`src/design/mtep_pkg.sv`:
```
`timescale 1ns / 1ps

package mtep_pkg;

	// longest delta-time or length quantity, in bytes
	localparam int VLQ_MAX_BYTES = 4;
	localparam int VLQ_W         = 28;
	localparam int VLQ_CNT_W     = 3;

	typedef logic [3:0]       phase_t;
	typedef logic [2:0]       role_t;
	typedef logic [2:0]       err_t;
	typedef logic [VLQ_W-1:0] vlq_t;

	localparam phase_t PH_DELTA      = 4'd0;
	localparam phase_t PH_STATUS     = 4'd1;
	localparam phase_t PH_META_TYPE  = 4'd2;
	localparam phase_t PH_META_LEN   = 4'd3;
	localparam phase_t PH_META_DATA  = 4'd4;
	localparam phase_t PH_SYSEX_LEN  = 4'd5;
	localparam phase_t PH_SYSEX_DATA = 4'd6;
	localparam phase_t PH_CHAN_DATA  = 4'd7;
	localparam phase_t PH_FAILED     = 4'd8;

	localparam role_t ROLE_DELTA     = 3'd0;
	localparam role_t ROLE_STATUS    = 3'd1;
	localparam role_t ROLE_META_TYPE = 3'd2;
	localparam role_t ROLE_LENGTH    = 3'd3;
	localparam role_t ROLE_TEXT      = 3'd4;
	localparam role_t ROLE_SKIPPED   = 3'd5;
	localparam role_t ROLE_CHAN_DATA = 3'd6;
	localparam role_t ROLE_ERROR     = 3'd7;

	localparam err_t ERR_NONE       = 3'd0;
	localparam err_t ERR_VLQ_LONG   = 3'd1;
	localparam err_t ERR_NO_RUNNING = 3'd2;
	localparam err_t ERR_BAD_STATUS = 3'd3;
	localparam err_t ERR_TRUNCATED  = 3'd4;

	localparam logic [7:0] ST_META      = 8'hFF;
	localparam logic [7:0] ST_SYSEX     = 8'hF0;
	localparam logic [7:0] ST_SYSEX_ESC = 8'hF7;
	localparam logic [7:0] ST_NONE      = 8'h00;
	localparam logic [7:0] META_TEXT_LO = 8'h01;
	localparam logic [7:0] META_TEXT_HI = 8'h09;
	// channel messages 0xC0..0xDF carry one data byte
	localparam logic [2:0] ST_ONE_DATA_TOP = 3'b110;

	typedef struct packed {
		role_t       byte_role;
		logic [7:0]  meta_kind;
		logic        text_valid;
		logic        text_last;
		err_t        error_code;
		logic        track_done;
		logic        track_ok;
		logic        track_chan_seen;
		logic [9:0]  track_echo;
	} result_t;

endpackage

```
`src/design/midi_track_event_parser.sv`:
```
`timescale 1ns / 1ps

// channel   valid          stall          word
// byte      byte_valid     byte_stall     data_byte, chunk_last, track_number
// result    result_valid   result_stall   byte_role .. track_echo
//
// one byte per cycle while byte_stall is low: each byte is parsed in the cycle it is
// taken and its result is registered
// a skid register holds one extra result, so byte_stall only rises after the
// result side has stalled with both registers full
// reset returns the parser to the start of a chunk and empties both registers
// the byte marked chunk_last also returns the parser to the start of a chunk
module midi_track_event_parser (
	input  logic                 clk,
	input  logic                 arst_n,
	input  logic                 byte_valid,
	output logic                 byte_stall,
	input  logic [7:0]           data_byte,
	input  logic                 chunk_last,
	input  logic [9:0]           track_number,
	output logic                 result_valid,
	input  logic                 result_stall,
	output mtep_pkg::role_t      byte_role,
	output logic [7:0]           meta_kind,
	output logic                 text_valid,
	output logic                 text_last,
	output mtep_pkg::err_t       error_code,
	output logic                 track_done,
	output logic                 track_ok,
	output logic                 track_chan_seen,
	output logic [9:0]           track_echo
);
	import mtep_pkg::*;

	phase_t               phase_q, phase_n;
	vlq_t                 vlq_value_q, vlq_value_n;
	logic [VLQ_CNT_W-1:0] vlq_bytes_q, vlq_bytes_n;
	logic [7:0]           running_stat_q, running_stat_n;
	logic [7:0]           meta_type_q, meta_type_n;
	vlq_t                 remaining_q, remaining_n;
	logic                 saw_channel_q, saw_channel_n;
	err_t                 sticky_err_q, sticky_err_n;

	logic    accept;
	logic    out_valid_q, skid_valid_q;
	logic    out_load;
	result_t out_q, skid_q, res_n;

	vlq_t                 vlq_shift;
	vlq_t                 remaining_dec;
	logic                 vlq_more;
	logic                 vlq_too_long;
	logic [VLQ_CNT_W:0]   vlq_count_inc;
	err_t                 fail;
	err_t                 code;
	logic                 is_text_type;

	assign accept     = byte_valid && !skid_valid_q;
	assign byte_stall = skid_valid_q;
	assign out_load   = !out_valid_q || !result_stall;

	assign vlq_shift     = {vlq_value_q[VLQ_W-8:0], data_byte[6:0]};
	assign vlq_more      = data_byte[7];
	assign vlq_count_inc = {1'b0, vlq_bytes_q} + {{VLQ_CNT_W{1'b0}}, 1'b1};
	assign vlq_too_long  = vlq_more && (vlq_count_inc >= (VLQ_CNT_W+1)'(VLQ_MAX_BYTES));
	assign remaining_dec = remaining_q - {{(VLQ_W-1){1'b0}}, 1'b1};
	assign is_text_type  = (meta_type_q >= META_TEXT_LO) && (meta_type_q <= META_TEXT_HI);

	always_comb begin
		phase_n        = phase_q;
		vlq_value_n    = vlq_value_q;
		vlq_bytes_n    = vlq_bytes_q;
		running_stat_n = running_stat_q;
		meta_type_n    = meta_type_q;
		remaining_n    = remaining_q;
		saw_channel_n  = saw_channel_q;
		sticky_err_n   = sticky_err_q;
		fail           = ERR_NONE;
		code           = ERR_NONE;

		res_n                   = '0;
		res_n.byte_role         = ROLE_ERROR;
		res_n.track_echo        = track_number;

		if (sticky_err_q == ERR_NONE) begin
			unique case (phase_q)
				PH_DELTA, PH_META_LEN, PH_SYSEX_LEN: begin
					res_n.byte_role = (phase_q == PH_DELTA) ? ROLE_DELTA : ROLE_LENGTH;
					vlq_value_n     = vlq_shift;
					if (vlq_too_long) begin
						fail = ERR_VLQ_LONG;
					end else if (vlq_more) begin
						vlq_bytes_n = vlq_count_inc[VLQ_CNT_W-1:0];
					end else begin
						vlq_bytes_n = '0;
						vlq_value_n = '0;
						if (phase_q == PH_DELTA) begin
							phase_n = PH_STATUS;
						end else begin
							remaining_n = vlq_shift;
							if (vlq_shift == '0)
								phase_n = PH_DELTA;
							else if (phase_q == PH_META_LEN)
								phase_n = PH_META_DATA;
							else
								phase_n = PH_SYSEX_DATA;
						end
					end
				end
				PH_STATUS: begin
					res_n.byte_role = ROLE_STATUS;
					if (!data_byte[7]) begin
						// data byte reuses the running status
						if (running_stat_q == ST_NONE) begin
							fail = ERR_NO_RUNNING;
						end else begin
							res_n.byte_role = ROLE_CHAN_DATA;
							saw_channel_n   = 1'b1;
							if (running_stat_q[7:5] == ST_ONE_DATA_TOP) begin
								remaining_n = '0;
								phase_n     = PH_DELTA;
							end else begin
								remaining_n = VLQ_W'(1);
								phase_n     = PH_CHAN_DATA;
							end
						end
					end else if (data_byte == ST_META) begin
						running_stat_n = ST_NONE;
						phase_n        = PH_META_TYPE;
					end else if (data_byte == ST_SYSEX || data_byte == ST_SYSEX_ESC) begin
						running_stat_n = ST_NONE;
						phase_n        = PH_SYSEX_LEN;
					end else if (data_byte[7:4] == 4'hF) begin
						fail = ERR_BAD_STATUS;
					end else begin
						running_stat_n = data_byte;
						saw_channel_n  = 1'b1;
						remaining_n    = (data_byte[7:5] == ST_ONE_DATA_TOP) ?
							VLQ_W'(1) : VLQ_W'(2);
						phase_n        = PH_CHAN_DATA;
					end
				end
				PH_META_TYPE: begin
					res_n.byte_role = ROLE_META_TYPE;
					meta_type_n     = data_byte;
					phase_n         = PH_META_LEN;
				end
				PH_META_DATA, PH_SYSEX_DATA, PH_CHAN_DATA: begin
					if (phase_q == PH_CHAN_DATA) begin
						res_n.byte_role = ROLE_CHAN_DATA;
					end else if (phase_q == PH_META_DATA && is_text_type) begin
						res_n.byte_role = ROLE_TEXT;
						res_n.text_valid = 1'b1;
						res_n.text_last  = (remaining_q == VLQ_W'(1));
					end else begin
						res_n.byte_role = ROLE_SKIPPED;
					end
					remaining_n = remaining_dec;
					if (remaining_dec == '0)
						phase_n = PH_DELTA;
				end
				default: begin
					fail = ERR_BAD_STATUS;
				end
			endcase
			if (fail != ERR_NONE) begin
				sticky_err_n    = fail;
				res_n.byte_role = ROLE_ERROR;
				phase_n         = PH_FAILED;
			end
		end

		code = sticky_err_n;
		if (chunk_last) begin
			// chunk ended inside an event
			if (code == ERR_NONE && (phase_n != PH_DELTA || vlq_bytes_n != '0))
				code = ERR_TRUNCATED;
			res_n.track_done      = 1'b1;
			res_n.track_ok        = (code == ERR_NONE);
			res_n.track_chan_seen = saw_channel_n;
		end
		res_n.error_code = code;
		res_n.meta_kind  = meta_type_n;

		if (chunk_last) begin
			phase_n        = PH_DELTA;
			vlq_value_n    = '0;
			vlq_bytes_n    = '0;
			running_stat_n = ST_NONE;
			meta_type_n    = '0;
			remaining_n    = '0;
			saw_channel_n  = 1'b0;
			sticky_err_n   = ERR_NONE;
		end
	end

	always_ff @(posedge clk or negedge arst_n) begin
		if (!arst_n) begin
			phase_q        <= PH_DELTA;
			vlq_value_q    <= '0;
			vlq_bytes_q    <= '0;
			running_stat_q <= ST_NONE;
			meta_type_q    <= '0;
			remaining_q    <= '0;
			saw_channel_q  <= 1'b0;
			sticky_err_q   <= ERR_NONE;
		end else if (accept) begin
			phase_q        <= phase_n;
			vlq_value_q    <= vlq_value_n;
			vlq_bytes_q    <= vlq_bytes_n;
			running_stat_q <= running_stat_n;
			meta_type_q    <= meta_type_n;
			remaining_q    <= remaining_n;
			saw_channel_q  <= saw_channel_n;
			sticky_err_q   <= sticky_err_n;
		end
	end

	// output register with one skid word behind it
	always_ff @(posedge clk or negedge arst_n) begin
		if (!arst_n) begin
			out_valid_q  <= 1'b0;
			skid_valid_q <= 1'b0;
		end else if (out_load) begin
			if (skid_valid_q) begin
				out_valid_q  <= 1'b1;
				skid_valid_q <= 1'b0;
			end else begin
				out_valid_q <= accept;
			end
		end else if (accept) begin
			skid_valid_q <= 1'b1;
		end
	end

	always_ff @(posedge clk) begin
		if (out_load) begin
			if (skid_valid_q)
				out_q <= skid_q;
			else if (accept)
				out_q <= res_n;
		end else if (accept) begin
			skid_q <= res_n;
		end
	end

	assign result_valid    = out_valid_q;
	assign byte_role       = out_q.byte_role;
	assign meta_kind       = out_q.meta_kind;
	assign text_valid      = out_q.text_valid;
	assign text_last       = out_q.text_last;
	assign error_code      = out_q.error_code;
	assign track_done      = out_q.track_done;
	assign track_ok        = out_q.track_ok;
	assign track_chan_seen = out_q.track_chan_seen;
	assign track_echo      = out_q.track_echo;

endmodule

```
`config.mk`:
```
export PLATFORM = sky130hd
export DESIGN_NAME = midi_track_event_parser
export DESIGN_NICKNAME = d
export VERILOG_FILES = /design/src/design/mtep_pkg.sv /design/src/design/midi_track_event_parser.sv
export SDC_FILE = /design/constraint.sdc
export NUM_CORES = 1
export LEC_CHECK = 0
export BUFFER_PORTS_ARGS = -buffer_cell sky130_fd_sc_hd__buf_2
export CORE_MARGIN = 2
export CORE_UTILIZATION = 50
export CTS_CLUSTER_SIZE = 14
export DETAILED_ROUTE_END_ITERATION = 10
export HOLD_SLACK_MARGIN = 0.03
export PLACE_DENSITY_LB_ADDON = 0.25
export SETUP_SLACK_MARGIN = 0.15
export SYNTH_ARGS = -nofsm -noshare
export SYNTH_HDL_FRONTEND = slang
export SYNTH_SLANG_ARGS = --single-unit
```
`constraint.sdc`:
```
create_clock -name clk -period 5.2 [get_ports clk]
set_clock_uncertainty 0.1 [all_clocks]
set_input_delay 0.52 -clock clk [delete_from_list [all_inputs] [get_ports clk]]
set_output_delay 0.52 -clock clk [all_outputs]
set_load 0.01 [all_outputs]
```
== Word level (Yosys, flattened, before mapping) ==
Cells that the tools add are included.
Cells by class
  add/sub/neg operators: 2
  magnitude comparators: 3
  equal/unequal tests: 22
  muxes and demuxes: 89
  bitwise logic cells: 1
  reductions and logical operators: 36
Operator list (count)
  28-bit 2-to-1 mux: 10
  21-bit 2-to-1 mux: 5
  28-bit case mux with 3 select lines: 1
  8-bit 2-to-1 mux: 10
  3-bit 2-to-1 mux: 21
  29-bit 2-to-1 mux: 2
  28-bit zero test: 2
  4-bit 2-to-1 mux: 11
  28-bit by 1-bit equality test with 1-bit output (second input constant): 1
  28-bit by 1-bit subtractor with 28-bit output (second input constant): 1
  8-bit equality test (second input constant): 3
  2-bit 2-to-1 mux: 12
  4-bit != test (second input constant): 5
  4-bit by 3-bit equality test with 1-bit output (second input constant): 4
  4-bit case mux with 4 select lines: 1
  1-bit 2-to-1 mux: 14
  3-bit case mux with 4 select lines: 1
  2-bit nonzero test: 6
  10-bit AND reduction: 1
  3-bit zero test: 3
  3-bit != test (second input constant): 3
  3-bit case mux with 3 select lines: 1
  4-bit by 2-bit equality test with 1-bit output (second input constant): 2
  8-bit by 1-bit >= comparator with 1-bit output (second input constant): 1
  other kinds (19): 32
Word-level totals
  register bits after elaboration: 136
  output and inout bits: 31
  logic and storage cells: 181

== Longest topological paths before layout ==
Gate-level depths: netlist of run 1.
  depth after elaboration: 19
  mapped depth: 10
  mapped depth without buffers: 9

== Least setup slack after synthesis of run 1 ==
OpenSTA, ideal clock, no wires.
  path type: reg-to-reg
  start point: reg skid_valid_q, in the netlist byte_stall
  end point: reg out_q, in the netlist byte_role[0] (enable)
  data arrival time: 2.546 ns
  path slack: 2.129 ns
  cell stages (with the launch flop): 5
  buffers on the path: 2
  clock period less this slack: 3.071 ns
  cells stage by stage: dfrtp_1 -> clkbuf_1 -> buf_1 -> nor2_1 -> a21oi_1
On the way
  longest elaborated chain between the ends: 4
RTL lines
  start, declared: line midi_track_event_parser.sv:45  | logic out_valid_q, skid_valid_q;
  start signal, assigned: line midi_track_event_parser.sv:223  | skid_valid_q <= 1'b0;
  start signal, assigned: line midi_track_event_parser.sv:227  | skid_valid_q <= 1'b0;
  start signal, assigned: line midi_track_event_parser.sv:232  | skid_valid_q <= 1'b1;
  1-bit zero test: line midi_track_event_parser.sv:58  | assign accept = byte_valid && !skid_valid_q;
  1-bit logical AND: line midi_track_event_parser.sv:58
  2-bit nonzero test (no line) *
  2-bit AND reduction (no line) *
  end signal, assigned: line midi_track_event_parser.sv:239  | out_q <= skid_q;
  end signal, assigned: line midi_track_event_parser.sv:241  | out_q <= res_n;
  end, declared: line midi_track_event_parser.sv:47  | result_t out_q, skid_q, res_n;
Mark *: on every way between the ends. The rest lies on a longest branch, timed or not.
A chain may end at the register's enable or synchronous reset.

== Worst setup path in the final report of run 1 ==
  start point: reg remaining_q[0]
  end point: reg out_q, in the netlist error_code[2], data pin
On the way
  longest elaborated chain between the ends: 14
RTL lines
  start, declared: line midi_track_event_parser.sv:40  | vlq_t remaining_q, remaining_n;
  start signal, assigned: line midi_track_event_parser.sv:213  | remaining_q <= remaining_n;
  28-bit by 1-bit subtractor with 28-bit output: line midi_track_event_parser.sv:66  | assign remaining_dec = remaining_q - {{(VLQ_W-1){1'b0}}, 1'b1};
  28-bit zero test: line midi_track_event_parser.sv:159  | if (remaining_dec == '0)
  4-bit 2-to-1 mux: line midi_track_event_parser.sv:159
  4-bit case mux with 4 select lines: line midi_track_event_parser.sv:86  | unique case (phase_q)
  4-bit 2-to-1 mux: line midi_track_event_parser.sv:166  | if (fail != ERR_NONE) begin
  4-bit 2-to-1 mux: line midi_track_event_parser.sv:85  | if (sticky_err_q == ERR_NONE) begin
  4-bit nonzero test: line midi_track_event_parser.sv:176  | if (code == ERR_NONE && (phase_n != PH_DELTA || vlq_bytes_n != '0))
  1-bit logical OR: line midi_track_event_parser.sv:176
  1-bit logical AND: line midi_track_event_parser.sv:176
  3-bit 2-to-1 mux: line midi_track_event_parser.sv:176
  3-bit 2-to-1 mux (2 in a row): line midi_track_event_parser.sv:174  | if (chunk_last) begin
  29-bit 2-to-1 mux: line midi_track_event_parser.sv:240  | else if (accept)
  29-bit 2-to-1 mux: line midi_track_event_parser.sv:238  | if (skid_valid_q)
No other way between the ends. The select of a mux whose other input is x is not followed.

==> flow_metrics.tcl, run 1 <==
set metrics [dict create \
    antenna_found_initial 0 \
    synth-async-reset-ratio_pct 57.4 \
    grt_pass1_vias 5526 \
    peakVddDrop_mv 0.288 \
    hpwl_mm 12.4 \
    rsz0062_at_grt "no" \
    grt_max_degree 79 \
    synth-adder-area-share_pct 0.532 \
    reg2reg_slack_ns 1.74 \
    synth_ff_type "dfrtp_1" \
    hold_class "input pin to async pin" \
    track_usage_pct 25.4 \
    pre_cts_ws_ns 1.79 \
    status "finished, final reports clean" \
    ys_ff_latch 136 \
    cts_resized 0 \
    synth_top_family_by_area "simple AND/OR/NAND/NOR gates" \
    power.density_mw_per_mm2 553 \
    area_growth_pct 13.6 \
    dr_total_vias 5840 \
    synthSimpleGateAreaFrac_pct 18.8 \
    clock-sinks 136 \
    die_h_um 123 \
    final_nets 759 \
    max_freq_mhz 289 \
    finalCritPeriodShare_pct 66.5 \
    crit_path_end_kind "flop" \
    drt_wl_total_mm 18.2 \
    port_buffers 53 \
    synth_edf_count 58 \
    drc 0 \
    synth_xor_area_share_pct 0.994 \
    fin_crit_ns 3.46 \
    design.core.area_mm2 0.0138 \
    synth_fp_nets 725 \
    start_util_pct 51.0 \
    rows 43 \
    clock_latency_ns 0.43 \
    synth_top_area_share_pct 27.7 \
    postRouteAntennaNets 0 \
    drive_gt1_share_pct 19.3 \
    synthMuxAreaShare_pct 5.25 \
    setup_violations 0 \
    clockBufferDepth 2 \
    syn_inst 699 \
    required_ns 5.26 \
    yosys_warnings 0 \
    cts_buffers 17 \
    syn-mean-instance-area_um2 10.1 \
    worstPathMaxFanout 10 \
    arrival_ns 3.51 \
    via_per_inst 6.31 \
    grt_first_pass_wirelength_mm 29.4 \
    setup_slack_ns 1.74 \
    worstSetupPathType "flop to flop" \
    routabilityCongestion 0.915 \
    ys_types 71 \
    final_util_pct 57.9 \
    drt_iter0_drc 599 \
    post-synth-top-area-cell "dfrtp_1" \
    fillers 1180 \
    holdBufCountCts 0 \
    die_x_um 123 \
    gr-total-overflow 0 \
    synth_compound_area_share_pct 18.6 \
    drv_slew 0 \
    yosysSeqAreaShare_pct 52.4 \
    path_clk_slew_ns 0.06 \
    fin_setup_tns_ns 0 \
    cts_tree "done" \
    cap_viol_max_count 0 \
    finalHoldViolCount 0 \
    antenna_cells 0 \
    root_buffer "clkbuf_16" \
    worst_pin_slew_ns 1.21 \
    drt_pass1_iterations 6 \
    p_leak_uw 0.00321 \
    ys_top_cells_by_area "dfrtp_1 (28%), edfxtp_1 (25%), mux2_2 (5.1%), o21ai_0 (4.9%), nand2_1 (4.6%)" \
    htreeDepth 4 \
    cts_setup_buffers 0 \
    io_pins 54 \
    wl_per_cell_um 19.7 \
    relSlewSlack_pct 18.7 \
    syn_area_mm2 0.00705 \
    die-area_mm2 0.0151 \
    cp-start-kind "flop" \
]
==> power breakdown <==
group,total [µW],switching [µW],internal (µW)
logic,1700,1060,637
clock network,1150,516,630
registers,1580,241,1340
==> stage by stage <==
| stage | instance area, µm² | total power, µW | hold slack, ns | std cells |
|---|---|---|---|---|
| 3_3_place_gp | 7440 | 3220 | 0.390 | 894 |
| 6_report | 8010 | 4430 | 0.160 | 926 |
| 3_5_place_dp | 7440 | 3260 | 0.393 | 894 |
| 2_1_floorplan | 7050 | 2810 | 0.124 | 699 |
| 5_1_grt | 8010 | 4700 | 0.175 | 926 |
| 4_1_cts | 8010 | 4410 | 0.179 | 926 |
==> state kept, by name, summed over array words and instances (netlist names), 4 cells and up <==
| name | cells |
|---|---|
| meta_kind | 8 |
| meta_type_q | 8 |
| phase_q | 4 |
| remaining_q | 28 |
| running_stat_q | 8 |
| skid_q | 29 |
| track_echo | 10 |
| vlq_value_q | 21 |
==> cell families (layout without fill, tap and decap cells) <==
logic type | Yosys count | count (layout)
flip-flops | 136 | 136
multiplexers | 33 | 33
AO/OA/AOI/OAI | 199 | 199
XOR/XNOR | 8 | 8
adder cells (fa/ha/maj) | 3 | 3
AND/OR/NAND/NOR | 260 | 260
buffers and inverters | 60 | 107
==> final cells by class <==
type	instances	area (µm²)	share of cell area (%)
clock inverter	15	140	1.75
timing repair buffer	63	343	4.28
sequential	136	3690	46.1
tap	180	225	2.81
multi-input combinational	503	3140	39.2
clock buffer	17	425	5.31
inverter	12	45.0	0.563
==> critical path, stage by stage (launching register included) <==
cell       delay, ns
dfrtp_1         0.48
inv_1           0.10
ha_1            0.26
nor3b_1         0.73
nand4_1         0.20
xnor2_1         0.29
nor4_4          0.25
nand4_2         0.21
a2111oi_2       0.46
o31ai_1         0.12
==> synthesized netlist by cell type, types with 6 or more instances <==
library cell	instances
clkbuf_1	43
nand4_1	9
a22o_1	16
nand2b_1	8
a21o_1	6
or4_1	6
a22oi_1	9
inv_1	12
edfxtp_1	58
o31ai_1	20
nand3_1	13
o21ai_0	69
a32oi_1	8
nor2_1	57
nor4_1	24
nor3_1	15
a31oi_1	6
nand2_1	87
mux2_2	32
a21oi_1	32
xnor2_1	6
nor2b_1	6
dfrtp_1	78
==> final timing paths <==
kind                                    from                end  depth (start not counted)
min in group clk             track_number[6]          skid_q[6]                          1
setup reg to reg              remaining_q[0]      error_code[2]                          9
setup / recovery              remaining_q[0]      error_code[2]                          9
max in group asynchronous             arst_n         phase_q[1]                          1
hold / removal                        arst_n    vlq_value_q[13]                          1
hold reg to reg            running_stat_q[7]  running_stat_q[7]                          1
==> per-layer routing <==
layer / up-vias / global-route usage, % / part of all wire [%]
li1: 2709 / - / -
met1: 2842 / 35.8 / 44
met2: 264 / 38.5 / 46
met3: 25 / 6.04 / 7.9
met4: 0 / 8.55 / 1.6
met5: - / 0 / 0
==> placed cells by master (no fill, tap or decap), types with 3 or more instances in the layout <==
cell type | synthesis | routed
a22o_1 | 16 | 16
nor3_1 | 15 | 15
and3_1 | 4 | 4
mux2_2 | 32 | 32
inv_8 | 0 | 3
o21ai_0 | 69 | 69
nand3_1 | 13 | 13
nor4_1 | 24 | 24
a32oi_1 | 8 | 8
inv_6 | 0 | 4
and2_1 | 3 | 3
a31oi_1 | 6 | 6
nand2_1 | 87 | 87
nor3b_1 | 4 | 4
ha_1 | 3 | 3
edfxtp_1 | 58 | 58
and4b_1 | 3 | 3
clkbuf_16 | 0 | 17
a22oi_1 | 9 | 9
a2111oi_0 | 4 | 4
inv_1 | 12 | 12
o31ai_1 | 20 | 20
a21o_1 | 6 | 6
xnor2_1 | 6 | 6
nor2b_1 | 6 | 6
or4_1 | 6 | 6
nor2_1 | 57 | 56
buf_2 | 2 | 52
nand4_1 | 9 | 9
a21oi_1 | 32 | 31
nand2b_1 | 8 | 8
buf_4 | 0 | 11
or3_1 | 4 | 4
dfrtp_1 | 78 | 78
(Power assumes the default switching activity.)
==> inputs of run 2 (changes only) <==
Clock period 5.2 ns to 3.3 ns, I/O delays scaled along.
==> run 2 against run 1 <==
  * Via count up 5.8%
  * Sequential cell count unchanged
  * Worst hold slack worse by 0.079 ns
  * Critical path type unchanged
  * Largest cell class unchanged
  * Highest routed layer unchanged
==> flow_metrics.tcl, run 2 (synthesis results as in run 1) <==
set metrics [dict create \
    final_util_pct 61.5 \
    power.density_mw_per_mm2 896 \
    crit_chain "or4_4, nor4_2, buf_4, and4b_1, o31a_1, nand4_4, a2111o_1, o31ai_2" \
    top_register "skid_q" \
    drc 0 \
    cap_viol_max_count 0 \
    slowest_delay_ns 0.62 \
    hold_end "result_valid" \
    drt_pass1_iterations 7 \
    dr_total_vias 6177 \
    largest_register_ffs 29 \
    setup_violations 0 \
    final_common_cell "nand2_1" \
    ff2ff_path_depth 8 \
    rsz0062_at_grt "no" \
    die-area_mm2 0.0151 \
    status "finished, final reports clean" \
    finalHoldViolCount 0 \
    die_x_um 123 \
    fin_crit_ns 3.10 \
    peakVddDrop_mv 0.452 \
    finalCritPeriodShare_pct 94.0 \
    arrival_ns 3.26 \
    design.core.area_mm2 0.0138 \
    worstSetupPathType "flop to flop" \
    cts_buffers 17 \
    reg2reg_from "remaining_q[10]" \
    clock_latency_ns 0.42 \
    worstPathMaxFanout 8 \
    fin_setup_tns_ns 0 \
    root_buffer "clkbuf_16" \
    final_cell_mix "nand2_1 (86), dfrtp_1 (75), o21ai_0 (69), edfxtp_1 (58), nor2_1 (56)" \
    max_freq_mhz 322 \
    placed_area_mm2 0.00764 \
    r2r_end "track_ok" \
    whs_ns 0.0810 \
    path_clk_slew_ns 0.06 \
    via_per_inst 6.35 \
    postRouteAntennaNets 0 \
    min-delay-start "byte_valid" \
    clock-sinks 136 \
    port_buffers 53 \
    drt_wl_total_mm 19.6 \
    die_h_um 123 \
    startpoint "remaining_q[10]" \
    reg2reg_slack_ns 0.20 \
    area_growth_pct 20.5 \
    drive_gt1_share_pct 24.1 \
    cts_tree "done" \
    drv_slew 0 \
    antenna_cells 0 \
    grt_pass1_vias 5847 \
    required_ns 3.46 \
    rows 43 \
    hold_class "input pin to flop" \
    grt_first_pass_wirelength_mm 31.0 \
    critPathSlowestCell "or4_4" \
    routabilityCongestion 0.943 \
    clockBufferDepth 2 \
    track_usage_pct 26.8 \
    io_pins 54 \
    crit_path_end_kind "flop" \
    drt_iter0_drc 648 \
    wl_per_cell_um 20.1 \
    hpwl_mm 13.0 \
    antenna_found_initial 0 \
    final_nets 805 \
    grt_max_degree 79 \
    min_path_cells 3 \
    top_regs "skid_q: 29 flops, remaining_q: 28 flops, vlq_value_q: 21 flops" \
    cp-start-kind "flop" \
    design_area_mm2 0.00850 \
    start_util_pct 51.0 \
    gr-total-overflow 0 \
    worst_pin_slew_ns 1.04 \
    htreeDepth 4 \
    fillers 1097 \
    p_leak_uw 0.00344 \
    relSlewSlack_pct 30.8 \
]
-- run 2: cell types whose count changed in the layout (fill, tap and decap cells not counted), sizes merged --
cell         delta
inv             -4
dlygate4sd3    +11
clkinvlp        +1
clkbuf          +2
clkinv          -1
bufinv          +2
buf            +35
-- run 2: per-layer routing --
metal / GRT usage, % / vias to the layer above / wire (µm) / part of all wire [%]
li1: - / 2806 / - / -
met2: 39.4 / 320 / 8960 / 46
met5: 0 / - / 0 / 0
met4: 10.9 / 0 / 478 / 2.4
met3: 6.41 / 44 / 1630 / 8.3
met1: 38.1 / 3007 / 8500 / 43
-- run 2: area by class of cell --
type	count	area (µm²)	area share, %
Multi-Input combinational cell	503	3230	38.0
Inverter	12	45.0	0.530
Timing Repair Buffer	109	716	8.42
Tap cell	180	225	2.65
Clock buffer	19	443	5.21
Clock inverter	13	145	1.71
Sequential cell	136	3700	43.5
-- run 2: repair_timing --
action | 4_1_cts | 5_1_grt
endpoints found under the setup margin | 0 | 5
hold buffers | 11 | 0
hold endpoints to repair | 86 | 0
setup buffers | 0 | 8
gates resized for setup | 0 | 19
-- run 2: stage by stage --
step | setup WS (ns) | cells | total power, µW
floorplan | 0.229 | 699 | 4420
global placement | 0.209 | 921 | 5360
detailed placement | 0.173 | 921 | 5420
CTS | 0.151 | 964 | 7330
global route | 0.104 | 972 | 8010
finish | 0.199 | 972 | 7610
-- run 2: report_power, final --
part | total (µW) | internal [µW] | switching, µW
combinational | 3330 | 1330 | 2000
clock | 1880 | 1140 | 743
sequential | 2400 | 2120 | 275
total | 7610 | 4590 | 3020
-- run 2: worst max path at each step --
stage                         end  slack [ns]  cells past startpoint
floorplan            byte_role[0]        0.23                      4
global placement    error_code[2]        0.21                      7
detailed placement  error_code[2]        0.17                      8
CTS                 error_code[2]        0.15                      8
global route             track_ok        0.10                      8
finish                   track_ok        0.20                      8
-- run 2: worst max-delay path: cells and delay by family, from the launching register on --
| family | cells | cell delay [ns] |
|---|---|---|
| AO/OA/AOI/OAI | 3 | 0.83 |
| buffers and inverters | 1 | 0.22 |
| flip-flops | 1 | 0.46 |
| AND/OR/NAND/NOR | 4 | 1.32 |
==> inputs of run 3 (changes only) <==
--- a/config.mk
+++ b/config.mk
@@ -13,3 +13,3 @@
 export HOLD_SLACK_MARGIN = 0.03
-export PLACE_DENSITY_LB_ADDON = 0.25
+export PLACE_DENSITY = 0.68
 export SETUP_SLACK_MARGIN = 0.15
--- a/constraint.sdc
+++ b/constraint.sdc
@@ -4,2 +4,2 @@
 set_output_delay 0.33 -clock clk [all_outputs]
-set_load 0.01 [all_outputs]
+set_load 0.005 [all_outputs]
==> run 3 against run 2 <==
  * Sequential power barely moved
  * Final cell count fell by 0.62%
  * Clock power fell by 2%
  * Critical path depth rose by 1
  * Sequential cell count did not move
  * Fmax rose by 3.3%
  * Worst hold slack barely moved
  * First-iteration DRC count fell by 10%
  * Global-route usage fell by 0.13 points
  * Utilization fell by 0.77 points
  * Clock-buffer cell count rose by 1
  * Via count fell by 3.6%
==> flow_metrics.tcl, run 3 (synthesis results as in run 1) <==
set metrics [dict create \
    worst_pin_slew_ns 1.01 \
    clock-sinks 136 \
    endpoint "track_ok" \
    max_freq_mhz 333 \
    cp.buffers_inverters 1 \
    largest_register_ffs 29 \
    grt_max_degree 79 \
    final_nets 799 \
    setup_violations 0 \
    top_regs "skid_q: 29 flops, remaining_q: 28 flops, vlq_value_q: 21 flops" \
    critPathTopFamily "simple AND/OR/NAND/NOR gates" \
    wl_per_cell_um 19.8 \
    r2r_end "track_ok" \
    root_buffer "clkbuf_16" \
    antenna_cells 0 \
    reg2reg_from "remaining_q[0]" \
    fin_crit_ns 3.00 \
    top_register "skid_q" \
    postRouteAntennaNets 0 \
    worstSetupPathType "flop to flop" \
    grt.met3_usage_pct 7.39 \
    p_leak_uw 0.00339 \
    slowest_delay_ns 0.47 \
    routabilityCongestion 0.953 \
    drt_pass1_iterations 5 \
    reg2reg_slack_ns 0.30 \
    required_ns 3.46 \
    rows 43 \
    final_common_cell "nand2_1" \
    dr_total_vias 5955 \
    grt_first_pass_wirelength_mm 30.6 \
    htreeDepth 4 \
    drv_slew 0 \
    track_usage_pct 26.7 \
    drt_wl_total_mm 19.1 \
    cp.depth 9 \
    die-area_mm2 0.0151 \
    antenna_found_initial 0 \
    hold_class "input pin to flop" \
    cap_viol_max_count 0 \
    relSlewSlack_pct 32.9 \
    arrival_ns 3.16 \
    finalHoldViolCount 0 \
    via_per_inst 6.16 \
    cts_tree "done" \
    crit_path_end_kind "flop" \
    peakVddDrop_mv 0.399 \
    path_clk_slew_ns 0.06 \
    area_growth_pct 19.0 \
    use_met2_pct 39.7 \
    gr-usage-met1_pct 37.5 \
    port_buffers 53 \
    clockBufferDepth 2 \
    design.core.area_mm2 0.0138 \
    ff2ff_path_depth 9 \
    finalCritPeriodShare_pct 91.0 \
    drt_iter0_drc 582 \
    fin_setup_tns_ns 0 \
    top_usage_layer "met2" \
    whs_ns 0.0810 \
    drive_gt1_share_pct 22.4 \
    clock_latency_ns 0.42 \
    cp-start-kind "flop" \
    gr-total-overflow 0 \
    fillers 1166 \
    crit_chain "inv_1, ha_2, or3b_4, nor4_4, and4b_1, o31a_1, nand4_4, a2111o_1, o31ai_2" \
    hpwl_mm 13.3 \
    power.density_mw_per_mm2 882 \
    start_util_pct 51.0 \
    cts_buffers 17 \
    grt_pass1_vias 5808 \
    status "finished, final reports clean" \
    critPathSlowestCell "dfrtp_2" \
    drc 0 \
    rsz0062_at_grt "yes" \
    io_pins 54 \
    die_h_um 123 \
    startpoint "remaining_q[0]" \
    final_cell_mix "nand2_1 (87), dfrtp_1 (76), o21ai_0 (68), edfxtp_1 (58), nor2_1 (56)" \
    worstPathMaxFanout 10 \
    die_x_um 123 \
]
==> run 3: cell types whose count changed in the layout (fill, tap and decap cells not counted), sizes merged <==
cell,previous run,this run
clkbuf,19,20
inv,15,14
clkinv,6,7
clkinvlp,2,1
buf,98,92
==> run 3: layout make-up <==
| cell class | instances | area [µm²] | share of cell area (%) |
|---|---|---|---|
| clock inverters | 12 | 128 | 1.52 |
| multi-input cells | 503 | 3190 | 38.0 |
| flip-flops and latches | 136 | 3700 | 44.1 |
| inverters | 12 | 45.0 | 0.537 |
| clock buffers | 20 | 437 | 5.20 |
| well taps | 180 | 225 | 2.68 |
| repair buffers | 103 | 671 | 7.99 |
==> run 3: what timing repair did <==
| action | CTS | global route |
|---|---|---|
| gates resized for setup | 0 | 13 |
| endpoints found under the setup margin | 0 | 5 |
| setup buffers | 0 | 1 |
| hold endpoints to repair | 86 | 0 |
| hold buffers | 11 | 0 |
==> run 3: through the flow <==
stage                     cells  area, µm²  worst slack [ns]  utilization [%]  total power [µW]
after floorplan             699       7050             0.261                -              4400
after global placement      922       7650             0.133             55.3              5370
after detailed placement    922       7650             0.198             55.3              5380
after CTS                   965       8330             0.172             60.2              7240
after global routing        966       8390             0.132             60.7              7820
final                       966       8390             0.299             60.7              7400
==> run 3: metal layers <==
metal / vias to the layer above / share of wire [%] / wire length (µm)
met5: - / 0 / 0
met4: 0 / 1.5 / 289
met3: 31 / 7.4 / 1410
met2: 243 / 45 / 8630
met1: 2900 / 46 / 8750
li1: 2781 / - / -
==> run 3: tightest hold or removal path: stages <==
cell and delay, ns:
buf_2 0.09, nor2_1 0.08, nand2_1 0.07
==> run 3: worst min path at each step <==
stage	depth (start not counted)	endpoint	slack (ns)	from
after floorplan	0	byte_stall	-0.07	arst_n
after global placement	1	running_stat_q[0]	0.39	running_stat_q[0]
after detailed placement	1	running_stat_q[3]	0.40	running_stat_q[3]
after CTS	3	result_valid	0.07	byte_valid
after global routing	3	result_valid	0.09	byte_valid
final	3	result_valid	0.08	byte_valid
==> run 3: power by group <==
group	total, µW	switching [µW]	internal, µW
registers	2390	271	2120
logic	3170	1900	1270
clock network	1840	728	1110
